[config.mk]
export PLATFORM = sky130hd
export DESIGN_NAME = touch_delta_focus_filter_calibrate
export DESIGN_NICKNAME = d
export VERILOG_FILES = /design/src/rtl/tdffc_pkg.sv /design/src/rtl/touch_delta_focus_filter_calibrate.sv /design/src/rtl/tdffc_filter.sv /design/src/rtl/tdffc_affine.sv
export SDC_FILE = /design/constraint.sdc
export NUM_CORES = 2
export LEC_CHECK = 0
export BUFFER_PORTS_ARGS = -buffer_cell sky130_fd_sc_hd__buf_4
export CORE_MARGIN = 2
export CORE_UTILIZATION = 48
export CTS_CLUSTER_DIAMETER = 60
export DETAILED_ROUTE_END_ITERATION = 7
export GPL_ROUTABILITY_DRIVEN = 0
export GPL_TIMING_DRIVEN = 0
export SKIP_CTS_REPAIR_TIMING = 1
export SYNTH_ARGS = -nofsm -noshare
export SYNTH_HDL_FRONTEND = slang
export SYNTH_SLANG_ARGS = --single-unit
[constraint.sdc]
create_clock -name clk -period 7.4 [get_ports clk]
set_input_delay 1.48 -clock clk [delete_from_list [all_inputs] [get_ports clk]]
set_output_delay 1.48 -clock clk [all_outputs]
set_load 0.05 [all_outputs]
[src/rtl/tdffc_pkg.sv]
// ----------------------------------------------------------------------------
// tdffc_pkg
// Shared types and constants for the touch delta/focus filter with
// affine calibration.
// ----------------------------------------------------------------------------
package tdffc_pkg;

	// Touch sample phase
	typedef enum logic [1:0] {
		PH_NONE  = 2'd0,
		PH_WAIT  = 2'd1,
		PH_VALID = 2'd2,
		PH_DONE  = 2'd3
	} phase_t;

	// What the calibration stage does to the held position
	typedef enum logic [1:0] {
		POS_HOLD  = 2'd0,
		POS_SET   = 2'd1,
		POS_CLEAR = 2'd2
	} pos_op_t;

	// Control group passed from the filter to the calibration stage
	typedef struct packed {
		logic    ready;
		phase_t  phase;
		pos_op_t op;
	} ctl_t;

	localparam int unsigned CFG_IDX_W = 3;
	localparam int unsigned CFG_DATA_W = 32;

	localparam logic [CFG_IDX_W-1:0] REG_PRESENT = 3'd0;
	localparam logic [CFG_IDX_W-1:0] REG_CAL_A   = 3'd1;
	localparam logic [CFG_IDX_W-1:0] REG_CAL_B   = 3'd2;
	localparam logic [CFG_IDX_W-1:0] REG_CAL_C   = 3'd3;
	localparam logic [CFG_IDX_W-1:0] REG_CAL_D   = 3'd4;
	localparam logic [CFG_IDX_W-1:0] REG_CAL_E   = 3'd5;
	localparam logic [CFG_IDX_W-1:0] REG_CAL_F   = 3'd6;

	localparam logic [31:0] CAL_ONE = 32'h0001_0000;
	localparam logic [15:0] NO_POS  = 16'h7FFF;

	// Result tdata: ready_res, screen_x, screen_y, phase_out, zero fill
	localparam int unsigned OUT_DATA_W = 40;

endpackage

[src/rtl/touch_delta_focus_filter_calibrate.sv]
// ----------------------------------------------------------------------------
// touch_delta_focus_filter_calibrate
// Touch panel delta/focus filter with 16.16 affine calibration.
// ----------------------------------------------------------------------------
// One result per transaction, one transaction per clock while results are
// taken. A poll or query is filtered in the cycle it is accepted (filter
// state is committed then, so the next transaction may follow at once);
// the two calibration multiply-adds run through the product and sum stages.
// The result register and the stage registers in front of it keep taking
// transactions while a result waits, so the input stalls only when all
// three stages are full. The user writes configuration through cfg_we,
// cfg_index and cfg_wdata only while idle; the block does not enforce it.
module touch_delta_focus_filter_calibrate #(
	parameter int unsigned SAMPLE_BITS = 12,
	parameter int unsigned MAX_DELTA   = 2,
	parameter int unsigned MAX_FOCUS   = 4
) (
	input  logic                                   clk,
	input  logic                                   arst_n,
	// configuration write port
	input  logic                                   cfg_we,
	input  logic [tdffc_pkg::CFG_IDX_W-1:0]        cfg_index,
	input  logic [tdffc_pkg::CFG_DATA_W-1:0]       cfg_wdata,
	// input stream
	input  logic                                   s_tvalid,
	output logic                                   s_tready,
	// tdata: pen_down, x_sample, y_sample, zero fill
	input  logic [((2*SAMPLE_BITS+1+7)/8)*8-1:0]   s_tdata,
	// tuser: kind
	input  logic                                   s_tuser,
	// result stream
	output logic                                   m_tvalid,
	input  logic                                   m_tready,
	// tdata: ready_res, screen_x, screen_y, phase_out, zero fill
	output logic [tdffc_pkg::OUT_DATA_W-1:0]       m_tdata
);
	import tdffc_pkg::*;

	localparam int unsigned PAD_W = OUT_DATA_W - 35;

	logic        present_q;
	logic [31:0] cal_a_q, cal_b_q, cal_c_q, cal_d_q, cal_e_q, cal_f_q;

	logic v1_q, v2_q, out_v_q;
	logic out_free, s2_free, adv_s1, adv_s2, accept;

	ctl_t                   ctl_s1;
	logic [SAMPLE_BITS-1:0] x_s1, y_s1;
	logic                   ready_res;
	logic [15:0]            screen_x, screen_y;
	phase_t                 phase_out;
	logic                   pen_down;
	logic [SAMPLE_BITS-1:0] x_sample, y_sample;

	assign pen_down = s_tdata[0];
	assign x_sample = s_tdata[SAMPLE_BITS:1];
	assign y_sample = s_tdata[2*SAMPLE_BITS:SAMPLE_BITS+1];

	always_ff @(posedge clk or negedge arst_n) begin
		if (!arst_n) begin
			present_q <= 1'b0;
			cal_a_q <= CAL_ONE;
			cal_b_q <= '0;
			cal_c_q <= '0;
			cal_d_q <= '0;
			cal_e_q <= CAL_ONE;
			cal_f_q <= '0;
		end else if (cfg_we) begin
			case (cfg_index)
				REG_PRESENT: present_q <= cfg_wdata[0];
				REG_CAL_A:   cal_a_q <= cfg_wdata;
				REG_CAL_B:   cal_b_q <= cfg_wdata;
				REG_CAL_C:   cal_c_q <= cfg_wdata;
				REG_CAL_D:   cal_d_q <= cfg_wdata;
				REG_CAL_E:   cal_e_q <= cfg_wdata;
				REG_CAL_F:   cal_f_q <= cfg_wdata;
				default: ;
			endcase
		end
	end

	// advance each stage when the one after it is empty or moving
	assign out_free = !out_v_q || m_tready;
	assign adv_s2 = v2_q && out_free;
	assign s2_free = !v2_q || out_free;
	assign adv_s1 = v1_q && s2_free;
	assign s_tready = !v1_q || s2_free;
	assign accept = s_tvalid && s_tready;

	always_ff @(posedge clk or negedge arst_n) begin
		if (!arst_n) begin
			v1_q <= 1'b0;
			v2_q <= 1'b0;
			out_v_q <= 1'b0;
		end else begin
			if (accept || adv_s1)
				v1_q <= accept;
			if (adv_s1 || adv_s2)
				v2_q <= adv_s1;
			if (adv_s2 || (out_v_q && m_tready))
				out_v_q <= adv_s2;
		end
	end

	tdffc_filter #(
		.SAMPLE_BITS (SAMPLE_BITS),
		.MAX_DELTA   (MAX_DELTA),
		.MAX_FOCUS   (MAX_FOCUS)
	) u_filter (
		.clk      (clk),
		.arst_n   (arst_n),
		.accept   (accept),
		.present  (present_q),
		.kind     (s_tuser),
		.pen_down (pen_down),
		.x_sample (x_sample),
		.y_sample (y_sample),
		.ctl_s1   (ctl_s1),
		.x_s1     (x_s1),
		.y_s1     (y_s1)
	);

	tdffc_affine #(
		.SAMPLE_BITS (SAMPLE_BITS)
	) u_affine (
		.clk       (clk),
		.arst_n    (arst_n),
		.adv_s1    (adv_s1),
		.adv_s2    (adv_s2),
		.ctl_s1    (ctl_s1),
		.x_s1      (x_s1),
		.y_s1      (y_s1),
		.cal_a     (cal_a_q),
		.cal_b     (cal_b_q),
		.cal_c     (cal_c_q),
		.cal_d     (cal_d_q),
		.cal_e     (cal_e_q),
		.cal_f     (cal_f_q),
		.ready_res (ready_res),
		.screen_x  (screen_x),
		.screen_y  (screen_y),
		.phase_out (phase_out)
	);

	assign m_tvalid = out_v_q;
	assign m_tdata = {{PAD_W{1'b0}}, 2'(phase_out), screen_y, screen_x, ready_res};

endmodule

[src/rtl/tdffc_filter.sv]
// ----------------------------------------------------------------------------
// tdffc_filter
// Phase tracking, delta prediction filter and focus snap. Commits the
// filter state on every accepted transaction and registers the point and
// control for the calibration stage.
// ----------------------------------------------------------------------------
module tdffc_filter #(
	parameter int unsigned SAMPLE_BITS = 12,
	parameter int unsigned MAX_DELTA   = 2,
	parameter int unsigned MAX_FOCUS   = 4
) (
	input  logic                   clk,
	input  logic                   arst_n,
	input  logic                   accept,
	input  logic                   present,
	input  logic                   kind,
	input  logic                   pen_down,
	input  logic [SAMPLE_BITS-1:0] x_sample,
	input  logic [SAMPLE_BITS-1:0] y_sample,
	output tdffc_pkg::ctl_t        ctl_s1,
	output logic [SAMPLE_BITS-1:0] x_s1,
	output logic [SAMPLE_BITS-1:0] y_s1
);
	import tdffc_pkg::*;

	localparam int unsigned PW = SAMPLE_BITS + 3;
	localparam int unsigned FW = SAMPLE_BITS + 2;
	localparam logic signed [PW-1:0] MD_P = PW'(MAX_DELTA);
	localparam logic signed [PW-1:0] MD_N = -MD_P;
	localparam logic signed [FW-1:0] MF_P = FW'(MAX_FOCUS);
	localparam logic signed [FW-1:0] MF_N = -MF_P;

	phase_t                 phase_q, phase_n;
	logic [SAMPLE_BITS-1:0] hx1_q, hx2_q, hy1_q, hy2_q;
	logic [SAMPLE_BITS-1:0] hx1_n, hx2_n, hy1_n, hy2_n;
	logic [SAMPLE_BITS-1:0] fx_q, fy_q, fx_n, fy_n;
	logic [SAMPLE_BITS-1:0] px_pt, py_pt;
	logic signed [PW-1:0]   pred_x, pred_y, dx, dy;
	logic signed [FW-1:0]   fdx, fdy;
	logic                   near_pred, near_focus, do_read;
	ctl_t                   ctl_n;

	always_comb begin
		pred_x = $signed({2'b00, hx1_q, 1'b0}) - $signed({3'b000, hx2_q});
		pred_y = $signed({2'b00, hy1_q, 1'b0}) - $signed({3'b000, hy2_q});
		dx = pred_x - $signed({3'b000, x_sample});
		dy = pred_y - $signed({3'b000, y_sample});
		fdx = $signed({2'b00, fx_q}) - $signed({2'b00, x_sample});
		fdy = $signed({2'b00, fy_q}) - $signed({2'b00, y_sample});
		near_pred = (dx >= MD_N) && (dx <= MD_P) && (dy >= MD_N) && (dy <= MD_P);
		near_focus = (fdx >= MF_N) && (fdx <= MF_P) && (fdy >= MF_N) && (fdy <= MF_P);
	end

	always_comb begin
		phase_n = phase_q;
		hx1_n = hx1_q;
		hx2_n = hx2_q;
		hy1_n = hy1_q;
		hy2_n = hy2_q;
		fx_n = fx_q;
		fy_n = fy_q;
		px_pt = x_sample;
		py_pt = y_sample;
		ctl_n.ready = 1'b0;
		ctl_n.op = POS_HOLD;

		// queries always read; polls only with the panel present, pen down and a phase other than done
		do_read = kind || (present && pen_down && (phase_q != PH_DONE));

		if (do_read) begin
			case (phase_q)
				PH_NONE: phase_n = PH_WAIT;
				PH_WAIT: begin
					if (near_pred) begin
						if (near_focus) begin
							px_pt = fx_q;
							py_pt = fy_q;
						end else begin
							fx_n = x_sample;
							fy_n = y_sample;
						end
						ctl_n.op = POS_SET;
						phase_n = PH_VALID;
					end else begin
						hx2_n = hx1_q;
						hy2_n = hy1_q;
						hx1_n = x_sample;
						hy1_n = y_sample;
					end
				end
				default: ;
			endcase
		end

		// pen lifted after processing: rearm and drop the position
		if (!kind && present && !pen_down && (phase_q == PH_DONE)) begin
			phase_n = PH_NONE;
			ctl_n.op = POS_CLEAR;
		end

		if (kind && (phase_n == PH_VALID)) begin
			phase_n = PH_NONE;
			ctl_n.ready = 1'b1;
		end

		ctl_n.phase = phase_n;
	end

	always_ff @(posedge clk or negedge arst_n) begin
		if (!arst_n) begin
			phase_q <= PH_DONE;
			hx1_q <= '0;
			hx2_q <= '0;
			hy1_q <= '0;
			hy2_q <= '0;
			fx_q <= '0;
			fy_q <= '0;
		end else if (accept) begin
			phase_q <= phase_n;
			hx1_q <= hx1_n;
			hx2_q <= hx2_n;
			hy1_q <= hy1_n;
			hy2_q <= hy2_n;
			fx_q <= fx_n;
			fy_q <= fy_n;
		end
	end

	always_ff @(posedge clk) begin
		if (accept) begin
			ctl_s1 <= ctl_n;
			x_s1 <= px_pt;
			y_s1 <= py_pt;
		end
	end

endmodule

[src/rtl/tdffc_affine.sv]
// ----------------------------------------------------------------------------
// tdffc_affine
// 16.16 affine calibration: four products in one stage, sums and the held
// screen position in the next, which also forms the result register.
// ----------------------------------------------------------------------------
module tdffc_affine #(
	parameter int unsigned SAMPLE_BITS = 12
) (
	input  logic                   clk,
	input  logic                   arst_n,
	input  logic                   adv_s1,
	input  logic                   adv_s2,
	input  tdffc_pkg::ctl_t        ctl_s1,
	input  logic [SAMPLE_BITS-1:0] x_s1,
	input  logic [SAMPLE_BITS-1:0] y_s1,
	input  logic [31:0]            cal_a,
	input  logic [31:0]            cal_b,
	input  logic [31:0]            cal_c,
	input  logic [31:0]            cal_d,
	input  logic [31:0]            cal_e,
	input  logic [31:0]            cal_f,
	output logic                   ready_res,
	output logic [15:0]            screen_x,
	output logic [15:0]            screen_y,
	output tdffc_pkg::phase_t      phase_out
);
	import tdffc_pkg::*;

	ctl_t        ctl_s2;
	logic [31:0] pax_s2, pby_s2, pdx_s2, pey_s2;
	logic [31:0] acc_x, acc_y;
	logic [15:0] pos_x_q, pos_y_q, pos_x_n, pos_y_n;

	// products wrap to 32 bits, as does the whole multiply-add
	always_ff @(posedge clk) begin
		if (adv_s1) begin
			ctl_s2 <= ctl_s1;
			pax_s2 <= 32'(cal_a * 32'(x_s1));
			pby_s2 <= 32'(cal_b * 32'(y_s1));
			pdx_s2 <= 32'(cal_d * 32'(x_s1));
			pey_s2 <= 32'(cal_e * 32'(y_s1));
		end
	end

	always_comb begin
		acc_x = pax_s2 + pby_s2 + cal_c;
		acc_y = pdx_s2 + pey_s2 + cal_f;
		pos_x_n = pos_x_q;
		pos_y_n = pos_y_q;
		case (ctl_s2.op)
			POS_SET: begin
				pos_x_n = acc_x[31:16];
				pos_y_n = acc_y[31:16];
			end
			POS_CLEAR: begin
				pos_x_n = NO_POS;
				pos_y_n = NO_POS;
			end
			default: ;
		endcase
	end

	always_ff @(posedge clk or negedge arst_n) begin
		if (!arst_n) begin
			pos_x_q <= NO_POS;
			pos_y_q <= NO_POS;
		end else if (adv_s2) begin
			pos_x_q <= pos_x_n;
			pos_y_q <= pos_y_n;
		end
	end

	always_ff @(posedge clk) begin
		if (adv_s2) begin
			ready_res <= ctl_s2.ready;
			phase_out <= ctl_s2.phase;
			screen_x <= pos_x_n;
			screen_y <= pos_y_n;
		end
	end

endmodule

==> results.toml <==
[die]
core_sq_um = 125200
floorplan.initialDensity_pct = 48.20
die_w_um = 358.6
die-area_sq_um = 128600
floorplan.rows = 130
boundaryPins = 115
fp.dieH_um = 358.6

[clocking]
cts.reportedPaths.clkPinSlew_ns = 0.06
clk_latency_ns = 0.68
cts_inserted_buffers = 72
tritoncts_clock_tree = "built"
clock_tree.root_cell = "sky130_fd_sc_hd__clkbuf_16"
clock_tree.htree_level_count = 3
clk_sink_count = 499
ctsLongestPathBuffers = 3

[status]
outcome = "finished, final reports clean"

[global_route]
grt_util_all_layers_pct = 28.14
initial_antenna_violation_count = 23
grt_start_max_net_pins = 84
first_global_vias = 45140
grt_remaining_overflow = 0
grt_first_pass_wirelength_mm = 269.2

[synthesis]
synthDominantCellAreaShare_pct = 33.89
synth_enable_flop_cells = 197
synth_largest_area_cell = "sky130_fd_sc_hd__fa_1"
synth_flop_cell = "sky130_fd_sc_hd__dfrtp_1"
post_synth_num_cell_types = 79
synth.cells.most_frequent = "1053 x sky130_fd_sc_hd__nand2_1, 1022 x sky130_fd_sc_hd__fa_1, 976 x sky130_fd_sc_hd__inv_1, 328 x sky130_fd_sc_hd__ha_1, 323 x sky130_fd_sc_hd__and2_1"
main_area_contributors_after_synthesis = "sky130_fd_sc_hd__fa_1 34%, sky130_fd_sc_hd__dfrtp_1 11%, sky130_fd_sc_hd__edfxtp_1 9.8%"
synth_seq_cells = 499
synthesis.area_sq_um = 60370
netlist_instances = 6001
register_area_share_after_synthesis_pct = 22.39
synthesis.yosys.warnings = 0
postSynthAreaPerCell_sq_um = 10.06
ys_async_rst_share_pct = 60.52
post-synth-top-count-cell = "sky130_fd_sc_hd__nand2_1"

[finish]
final-instance-count-excl-fill = 7941
fraction_of_final_layout_cells_sized_beyond_drive_strength_1_pct = 10.70
fin_nets = 7632
area_added_between_synthesis_and_finish_pct = 10.12

[timing]
post-route-min-period_ns = 7.194
worst_pin_slew_ns = 1.091
final_hold_viol_count = 0
period_share_pct = 97.21
worst_clock_skew_ns = 0.02594
grt_setup_unrepaired = "false"
timing.final.max_slew_violations = 0
max_slew_margin_pct = 26.51
setup-violations-final = 0
fmax_mhz = 139.0

[placement]
io_buffer_count = 100
dp.final_hpwl_mm = 139.2
place.detailed.instances = 7764

[drt]
drtAntennaViolNets = 0
viasPerCell = 5.452
number_of_search_and_repair_iterations_in_the_first_detailed_routing_pass = 6
detailroute.via_count = 43300
detailedRoute.firstIterationViolations = 3520
wl_mm = 173.3
routedWlPerCell_um = 21.82
route.detailed.drc = 0

[critical_path]
timing.critical_path.from_type = "flip-flop"
critPathArrivalTime_ns = 7.59
rrSetupSlack_ns = 0.21
worstSetupPathType = "flip-flop to flip-flop"
path_max_fanout = 10
critPathCaptureType = "flip-flop"
critical_path_required_ns = 7.79

[job]
cap_violations = 0

[min_path]
hold_class = "flip-flop to flip-flop"
[logic make-up after synthesis]
family,synth area share [%]
AOI/OAI and AO/OA,6.332
xor gates and xnor gates,3.830
adders and majority gates,40.69
buffers and inverters,8.011
DFF,22.39
muxes,5.775
other,0.006212
and+or+nand+nor,12.96
[layer usage]
layer / track usage (%) / wire length (um)
met3: 5.553 / 14090
met4: 10.33 / 6010
met1: 38.56 / 73020
met2: 44.55 / 80090
met5: 0 / 102
[metrics by stage]
step	TNS, ns	utilization, %	instance area (sq um)	setup WS [ns]	hold WS [ns]
2_1_floorplan	0	-	60380	1.097	0.4003
3_3_place_gp	-11.33	50.46	63200	-1.112	0.4017
3_5_place_dp	-11.33	50.63	63410	-1.148	0.4063
4_1_cts	-12.17	52.64	65930	-1.186	0.4255
5_1_grt	0	53.03	66420	0.0009326	0.4330
6_report	0	53.07	66470	0.2064	0.4230
[final cells by class]
class | count | area (sq um)
diodes | 22 | 55.05
plain buffers | 283 | 1182
clock buffers | 84 | 1909
clock inverters | 50 | 609.3
fillers | 11500 | 58770
inverters | 976 | 3664
multi-input cells | 4230 | 42100
flip-flops and latches | 499 | 13520
well taps | 1650 | 2064
repair buffers | 147 | 1376
[final timing paths]
kind | start | cells past startpoint | to
setup / recovery | u_filter.x_s1[7] | 23 | u_affine.pax_s2[25]
hold / removal | u_affine.ctl_s2[2] | 0 | u_affine.phase_out[0]
min in group asynchronous | arst_n | 1 | u_filter.hy2_q[2]
setup reg to reg | u_filter.x_s1[7] | 23 | u_affine.pax_s2[25]
max in group asynchronous | arst_n | 3 | cal_f_q[18]
hold reg to reg | u_affine.ctl_s2[2] | 0 | u_affine.phase_out[0]
[layout by cell type (no fill, tap or decap), drive strengths merged, types with 110 or more instances in the layout]
cell type  count
clkbuf       346
inv          997
and2         323
edfxtp       197
mux2         290
ha           328
buf          167
fa          1022
nand2       1053
xnor2        190
nor2         110
dfrtp        268
a21oi        179
[critical path, stage by stage (launching register included)]
cell,delay (ns)
sky130_fd_sc_hd__edfxtp_1,0.56
sky130_fd_sc_hd__clkbuf_2,0.37
sky130_fd_sc_hd__clkbuf_2,0.33
sky130_fd_sc_hd__and2_1,0.22
sky130_fd_sc_hd__fa_1,0.41
sky130_fd_sc_hd__fa_1,0.49
sky130_fd_sc_hd__inv_1,0.05
sky130_fd_sc_hd__fa_1,0.46
sky130_fd_sc_hd__fa_1,0.52
sky130_fd_sc_hd__inv_1,0.05
sky130_fd_sc_hd__fa_1,0.43
sky130_fd_sc_hd__ha_1,0.28
sky130_fd_sc_hd__clkbuf_1,0.23
sky130_fd_sc_hd__a21oi_1,0.11
sky130_fd_sc_hd__o21ai_0,0.23
sky130_fd_sc_hd__nor2b_1,0.20
sky130_fd_sc_hd__a211o_1,0.14
sky130_fd_sc_hd__nor4_1,0.07
sky130_fd_sc_hd__o41ai_2,0.61
sky130_fd_sc_hd__a21o_1,0.23
sky130_fd_sc_hd__a31o_2,0.18
sky130_fd_sc_hd__a21o_1,0.12
sky130_fd_sc_hd__a21oi_1,0.07
sky130_fd_sc_hd__xnor2_1,0.53
Power is left out: the tool's default activity adds up to more than one toggle a clock period on the data nets, which glitch-free logic cannot reach.
